`src/hdl/dgts_pkg.sv`:
```
`timescale 1ns / 1ps
// shared types, constants and helpers of the distance grid trilinear sampler
package dgts_pkg;

    localparam int MAX_GRID    = 64;
    localparam int N_MIN       = 2;
    localparam int GRID_W      = 7;
    localparam int CRD_W       = $clog2(MAX_GRID);
    localparam int STORE_DEPTH = MAX_GRID * MAX_GRID * MAX_GRID;
    localparam int ADDR_W      = 18;
    localparam int VALUE_W     = 18;
    localparam int PT_W        = 20;
    localparam int OUT_W       = 26;
    localparam int FRAC_W      = 16;
    localparam int S_W         = PT_W + GRID_W + 1;
    localparam int IDX_W       = S_W - FRAC_W;
    localparam int W_W         = FRAC_W + 2;
    localparam int PEN_W       = S_W + 2;
    localparam int BL_W        = 24;
    localparam int PROD_W      = BL_W + 1 + W_W;
    localparam int ZN_W        = CRD_W + GRID_W;
    localparam int NN_W        = 2 * GRID_W;
    localparam int STEP_W      = 4;
    localparam int EPS_Q16     = 66;
    localparam int OUT_MAX     = (1 << OUT_W) - 1;

    localparam logic [GRID_W-1:0]  GRID_RESET = GRID_W'(64);
    localparam logic [VALUE_W-1:0] VALUE_MAX  = '1;

    localparam logic KIND_WRITE = 1'b0;
    localparam logic KIND_QUERY = 1'b1;

    typedef struct packed {
        logic                    kind;
        logic [ADDR_W-1:0]       cell_address;
        logic [VALUE_W-1:0]      cell_value;
        logic signed [PT_W-1:0]  point_x;
        logic signed [PT_W-1:0]  point_y;
        logic signed [PT_W-1:0]  point_z;
    } request_t;

    typedef struct packed {
        logic [OUT_W-1:0] sampled_distance;
        logic             outside;
    } result_t;

    typedef enum logic [2:0] {
        ST_CLEAR,
        ST_IDLE,
        ST_SCALE,
        ST_INDEX,
        ST_ADDR0,
        ST_ADDR1,
        ST_BLEND,
        ST_PENALTY
    } ctrl_state_t;

    typedef enum logic [1:0] {
        LS_EDGE,
        LS_FACE0,
        LS_FACE1,
        LS_BODY
    } lerp_src_t;

    typedef enum logic [2:0] {
        LD_E00,
        LD_E10,
        LD_E01,
        LD_E11,
        LD_F0,
        LD_F1,
        LD_FINAL
    } lerp_dst_t;

    typedef struct packed {
        logic       clear_we;
        logic       store_write;
        logic       load;
        logic       scale;
        logic       index;
        logic       addr0;
        logic       addr1;
        logic       rd_en;
        logic [2:0] rd_corner;
        logic       lerp_go;
        lerp_src_t  lerp_src;
        lerp_dst_t  lerp_dst;
        logic       emit_blend;
        logic       emit_penalty;
    } dp_cmd_t;

    typedef struct packed {
        logic clear_done;
        logic outside;
    } dp_status_t;

    function automatic logic [OUT_W-1:0] sat_out(input logic signed [PEN_W-1:0] v);
        logic [OUT_W-1:0] r;
        if (v < 0)
        begin
            r = '0;
        end
        else if (v > $signed(PEN_W'(OUT_MAX)))
        begin
            r = OUT_W'(OUT_MAX);
        end
        else
        begin
            r = v[OUT_W-1:0];
        end
        return r;
    endfunction

endpackage

```
`src/hdl/dgts_ctrl.sv`:
```
`timescale 1ns / 1ps
// controller state machine: clear pass, query sequencing and blend schedule
module dgts_ctrl
    import dgts_pkg::*;
(
    input  logic       clk,
    input  logic       rst_n,
    input  logic       start,
    input  logic       kind,
    input  dp_status_t status,
    output logic       busy,
    output dp_cmd_t    cmd
);

    localparam logic [STEP_W-1:0] LAST_READ  = STEP_W'(7);
    localparam logic [STEP_W-1:0] STEP_E00   = STEP_W'(2);
    localparam logic [STEP_W-1:0] STEP_E10   = STEP_W'(4);
    localparam logic [STEP_W-1:0] STEP_E01   = STEP_W'(6);
    localparam logic [STEP_W-1:0] STEP_F0    = STEP_W'(7);
    localparam logic [STEP_W-1:0] STEP_E11   = STEP_W'(8);
    localparam logic [STEP_W-1:0] STEP_F1    = STEP_W'(10);
    localparam logic [STEP_W-1:0] STEP_BODY  = STEP_W'(12);
    localparam logic [STEP_W-1:0] STEP_EMIT  = STEP_W'(14);

    ctrl_state_t       state_reg, state_next;
    logic [STEP_W-1:0] step_reg, step_next;

    always_ff @(posedge clk or negedge rst_n)
    begin
        if (!rst_n)
        begin
            state_reg <= ST_CLEAR;
            step_reg  <= '0;
        end
        else
        begin
            state_reg <= state_next;
            step_reg  <= step_next;
        end
    end

    always_comb
    begin
        state_next = state_reg;
        step_next  = step_reg;
        cmd        = '0;
        busy       = 1'b1;
        case (state_reg)
            ST_CLEAR:
            begin
                cmd.clear_we = 1'b1;
                if (status.clear_done)
                begin
                    state_next = ST_IDLE;
                end
            end
            ST_IDLE:
            begin
                busy = 1'b0;
                if (start)
                begin
                    if (kind == KIND_QUERY)
                    begin
                        cmd.load   = 1'b1;
                        state_next = ST_SCALE;
                    end
                    else
                    begin
                        cmd.store_write = 1'b1;
                    end
                end
            end
            ST_SCALE:
            begin
                cmd.scale  = 1'b1;
                state_next = ST_INDEX;
            end
            ST_INDEX:
            begin
                cmd.index  = 1'b1;
                state_next = ST_ADDR0;
            end
            ST_ADDR0:
            begin
                cmd.addr0 = 1'b1;
                if (status.outside)
                begin
                    state_next = ST_PENALTY;
                end
                else
                begin
                    state_next = ST_ADDR1;
                end
            end
            ST_ADDR1:
            begin
                cmd.addr1  = 1'b1;
                step_next  = '0;
                state_next = ST_BLEND;
            end
            ST_BLEND:
            begin
                step_next = step_reg + STEP_W'(1);
                if (step_reg <= LAST_READ)
                begin
                    cmd.rd_en     = 1'b1;
                    cmd.rd_corner = step_reg[2:0];
                end
                case (step_reg)
                    STEP_E00:
                    begin
                        cmd.lerp_go  = 1'b1;
                        cmd.lerp_src = LS_EDGE;
                        cmd.lerp_dst = LD_E00;
                    end
                    STEP_E10:
                    begin
                        cmd.lerp_go  = 1'b1;
                        cmd.lerp_src = LS_EDGE;
                        cmd.lerp_dst = LD_E10;
                    end
                    STEP_E01:
                    begin
                        cmd.lerp_go  = 1'b1;
                        cmd.lerp_src = LS_EDGE;
                        cmd.lerp_dst = LD_E01;
                    end
                    STEP_F0:
                    begin
                        cmd.lerp_go  = 1'b1;
                        cmd.lerp_src = LS_FACE0;
                        cmd.lerp_dst = LD_F0;
                    end
                    STEP_E11:
                    begin
                        cmd.lerp_go  = 1'b1;
                        cmd.lerp_src = LS_EDGE;
                        cmd.lerp_dst = LD_E11;
                    end
                    STEP_F1:
                    begin
                        cmd.lerp_go  = 1'b1;
                        cmd.lerp_src = LS_FACE1;
                        cmd.lerp_dst = LD_F1;
                    end
                    STEP_BODY:
                    begin
                        cmd.lerp_go  = 1'b1;
                        cmd.lerp_src = LS_BODY;
                        cmd.lerp_dst = LD_FINAL;
                    end
                    STEP_EMIT:
                    begin
                        cmd.emit_blend = 1'b1;
                        step_next      = '0;
                        state_next     = ST_IDLE;
                    end
                    default:
                    begin
                    end
                endcase
            end
            ST_PENALTY:
            begin
                cmd.emit_penalty = 1'b1;
                state_next       = ST_IDLE;
            end
            default:
            begin
                state_next = ST_IDLE;
            end
        endcase
    end

endmodule

```
`config.mk`:
```
export PLATFORM = sky130hd
export DESIGN_NAME = dgts_ctrl
export DESIGN_NICKNAME = d
export VERILOG_FILES = /design/src/hdl/dgts_pkg.sv /design/src/hdl/dgts_ctrl.sv
export SDC_FILE = /design/constraint.sdc
export NUM_CORES = 1
export LEC_CHECK = 0
export BUFFER_PORTS_ARGS = -buffer_cell sky130_fd_sc_hd__clkbuf_2
export CAP_MARGIN = 20
export CORE_MARGIN = 5
export CORE_UTILIZATION = 50
export DETAILED_ROUTE_END_ITERATION = 8
export GPL_ROUTABILITY_DRIVEN = 0
export PLACE_DENSITY = 0.91
export SLEW_MARGIN = 20
export SYNTH_ARGS = -nofsm -noshare
export SYNTH_HDL_FRONTEND = slang
export SYNTH_SLANG_ARGS = --single-unit
```
`constraint.sdc`:
```
create_clock -name clk -period 2.8 [get_ports clk]
set_input_delay 0.56 -clock clk [delete_from_list [all_inputs] [get_ports clk]]
set_output_delay 0.56 -clock clk [all_outputs]
set_load 0.1 [all_outputs]
```
# Word-level counts from Yosys, hierarchy flattened
# Index checks and enable logic that the tools add are counted.
[classes]
n_addsub = 1
muxes = 23
eq_ne = 19
reduce_logical = 3
n_lt_le_gt_ge = 1
[ops]
columns = ["operator", "n"]
rows = [
  ["case mux 6 bit (7 select lines)", 1],
  ["case mux 3 bit (8 select lines)", 1],
  ["equality test 4 bit, second input constant", 4],
  ["equality test 3 bit, second input constant", 4],
  ["equality test 4 x 3 -> 1 bit, second input constant", 3],
  ["2-to-1 mux 3 bit", 4],
  ["2-to-1 mux 11 bit", 1],
  ["2-to-1 mux 1 bit", 10],
  ["2-to-1 mux 4 bit", 2],
  ["case mux 4 bit (2 select lines)", 1],
  ["equality test 3 x 2 -> 1 bit, second input constant", 2],
  ["2-to-1 mux 2 bit", 3],
  ["inequality test 2 bit, second input constant", 3],
  ["adder 4 x 1 -> 4 bit, second input constant", 1],
  ["equality test 4 x 2 -> 1 bit, second input constant", 1],
  ["<= comparator 4 x 3 -> 1 bit, second input constant", 1],
  ["AND reduction 4 bit", 1],
  ["equality test 3 x 1 -> 1 bit, second input constant", 1],
  ["logical NOT 3 bit", 1],
  ["inequality test 2 x 1 -> 1 bit, second input constant", 1],
  ["nonzero test 2 bit", 1],
]
[word_totals]
out_inout_bits = 20
inputBits = 6
reg_bits = 7
wordCells = 49

# Depth between registers and ports, before layout
[logic_depth]
word_depth = 3
depth_mapped = 5
mapped_depth_nobuf = 3

# Worst setup path after synthesis
# Ideal clock, no wire load.
[synth_timing]
kind = "register to output"
startpoint = "register state_reg[2]"
endpoint = "output cmd[17] (netlist bit)"
required_ps = 2240
arrival_time_ps = 3666
stages_incl_launch_ff = 4
n_path_buf = 0
setup_slack_ps = -1426
path_cell_list = "dfrtp_1 -> inv_1 -> nand2b_1 -> nor3b_1"
[synth_lines]
columns = ["item", "line", "rtl"]
rows = [
  ["start, declared", "dgts_ctrl.sv:25", "ctrl_state_t state_reg, state_next;"],
  ["start signal, assigned", "dgts_ctrl.sv:37", "state_reg <= state_next;"],
  ["end, declared", "dgts_ctrl.sv:12", "output dp_cmd_t cmd"],
]

==> impl_metrics.env <==
export IMPL_syn_nets=95
export IMPL_largest_reg_flops=4
export IMPL_clkSlewWorstSetupHoldPaths_ps=50
export IMPL_viasPerCell=6.05
export IMPL_fin_crit_sh_pct=90.5
export IMPL_worst_hold_slack_ps=134
export IMPL_vias=762
export IMPL_ys_seq_area_share_pct=23.0
export IMPL_synthTopCellsByArea="dfrtp_1 23%, clkbuf_8 5.4%, nand2b_1 4.9%, nor2_1 4.9%, nor3_1 4.6%"
export IMPL_slew_headroom_pct=63.7
export IMPL_outcome="complete, no violations"
export IMPL_crit_arrival_ps=1970
export IMPL_synthFlopType="dfrtp_1"
export IMPL_place_hpwl_um=1230
export IMPL_antenna_cells=0
export IMPL_utilization_pct=60.2
export IMPL_core_um2=1470
export IMPL_drcViolationCount=0
export IMPL_hp_class="in -> async"
export IMPL_ys_types=39
export IMPL_worstMarginPinSlew_ps=547
export IMPL_synth_async_reset_ratio_pct=100
export IMPL_syn_to_final_growth_pct=16.1
export IMPL_critPathRequiredTime_ps=2240
export IMPL_hold_buffers=0
export IMPL_multi_input_area_um2=513
export IMPL_maxCapViolations=0
export IMPL_yosys_area_top_type="dfrtp_1"
export IMPL_hold_viol_final=0
export IMPL_die_area_um2=2410
export IMPL_synthTopCellsByCount="10 x nor2_1, 7 x dfrtp_1, 7 x nor3_1"
export IMPL_fmax_mhz=395
export IMPL_port_buffers=25
export IMPL_synth_area_um2=763
export IMPL_htreeDepth=1
export IMPL_max_stage_delay_ps=680
export IMPL_cts_buffers=3
export IMPL_ys_ff_latch=7
export IMPL_firstDrtPassIters=4
export IMPL_top_usage_layer="met2"
export IMPL_crit_chain="nand2b_1, mux2_2, nor3_2, clkbuf_2"
export IMPL_gr_usage_met3_pct=4.89
export IMPL_crit_path_end_kind="output pin"
export IMPL_critPathKind="reg -> out"
export IMPL_clockRootBuffer="clkbuf_4"
export IMPL_grt_max_degree=19
export IMPL_start_util_pct=51.9
export IMPL_cts_sinks=7
export IMPL_seq_area_um2=175
export IMPL_grt_pass1_wl_um=2940
export IMPL_cts_tree="yes"
export IMPL_fill_cells=131
export IMPL_layout_min_cycle_time_ps=2530
export IMPL_critPathSlowestCell="dfrtp_1"
export IMPL_setup_tns_ps=0
export IMPL_ant_nets=0
export IMPL_synth_edf_count=0
export IMPL_postCtsSetupRepairBufs=0
export IMPL_ios=26
export IMPL_finalSetupViolCount=0
export IMPL_drtIter0Drc=8
export IMPL_yosysTopAreaCellShare_pct=23.0
export IMPL_use_met1_pct=18.5
export IMPL_yosys_warnings=0
export IMPL_die_h_um=49.1
export IMPL_syn_avg_cell_area_um2=8.58
export IMPL_cts_buffer_depth=2
export IMPL_syn_inst=89
export IMPL_antenna_found_initial=0
export IMPL_cp_top_family="flip-flops"
export IMPL_fp_dieW_um=49.1
export IMPL_wl_per_cell_um=13.0
export IMPL_nNetsFinal=117
export IMPL_grt_overflow=0
export IMPL_synth_most_common_cell="nor2_1"
export IMPL_cp_max_fo=18
export IMPL_ctsResizeCount=0
export IMPL_worst_skew_pair_late_latency_ps=250
export IMPL_met2_usage_pct=23.0
export IMPL_rsz0062_at_grt="no"
export IMPL_grt_pass1_vias=663
export IMPL_fin_skew_ps=1.66
export IMPL_grt_use_total_pct=14.9
export IMPL_drt_wl_total_um=1630
export IMPL_worstPathBufferInverterCount=1
export IMPL_drive_gt1_share_pct=40.9
export IMPL_rows=14
export IMPL_cp_start_kind="flop"
export IMPL_maxSlewViolCount=0
## per-layer routing
layer / vias up / share of wire (%)
met1: 353 / 43
met4: 0 / 2.4
li1: 371 / -
met5: - / 0
met2: 31 / 47
met3: 7 / 7.5
## through the flow
| stage | std cells | instance area, um^2 | setup slack (ps) |
|---|---|---|---|
| 4_1_cts | 126 | 886 | 270 |
| 5_1_grt | 126 | 886 | 131 |
| 2_1_floorplan | 89 | 800 | -501 |
| 6_report | 126 | 886 | 266 |
| 3_5_place_dp | 122 | 860 | 543 |
| 3_3_place_gp | 122 | 860 | 568 |
## cell usage in the layout (no fill, tap or decap), types with 2 or more instances in the layout
cell type / n
nor3_2: 3
inv_1: 3
nand3_1: 2
buf_4: 2
nor3_1: 4
nand2_1: 3
o211ai_1: 4
a21oi_1: 2
nor3b_2: 2
clkbuf_4: 3
a31oi_1: 2
nand2b_1: 6
o21bai_1: 3
and3_1: 2
dfrtp_1: 7
clkbuf_2: 25
o21ai_0: 4
nor2_1: 9
## worst paths after layout
kind                            slack (ps)            to  depth (start not counted)          from
worst max register to register        1350  state_reg[1]                          3   step_reg[1]
worst max-delay path                   270        cmd[5]                          4   step_reg[0]
max in group asynchronous             2510  state_reg[1]                          1         rst_n
worst min-delay path                   130   step_reg[2]                          1         rst_n
worst min register to register         740  state_reg[1]                          2  state_reg[1]
min in group clk                       600  state_reg[1]                          3     status[0]
## kinds of logic (layout without fill, tap and decap cells)
logic type	after synthesis	count (layout)	share of synthesized area, %
AND/OR/NAND/NOR	43	43	37.4
AO/OA/AOI/OAI	23	23	21.1
buffers and inverters	13	34	14.6
flip-flops	7	7	23.0
multiplexers	2	2	2.79
XOR/XNOR	1	1	1.15
## layout make-up
class | count | share of cell area, %
timing repair buffer | 27 | 15.8
multi-input combinational | 69 | 57.9
sequential | 7 | 19.8
inverter | 3 | 1.27
clock buffer | 4 | 2.97
tap | 16 | 2.26
Power is left out: the tool's default activity adds up to more than one toggle a clock period on the data nets, which glitch-free logic cannot reach.
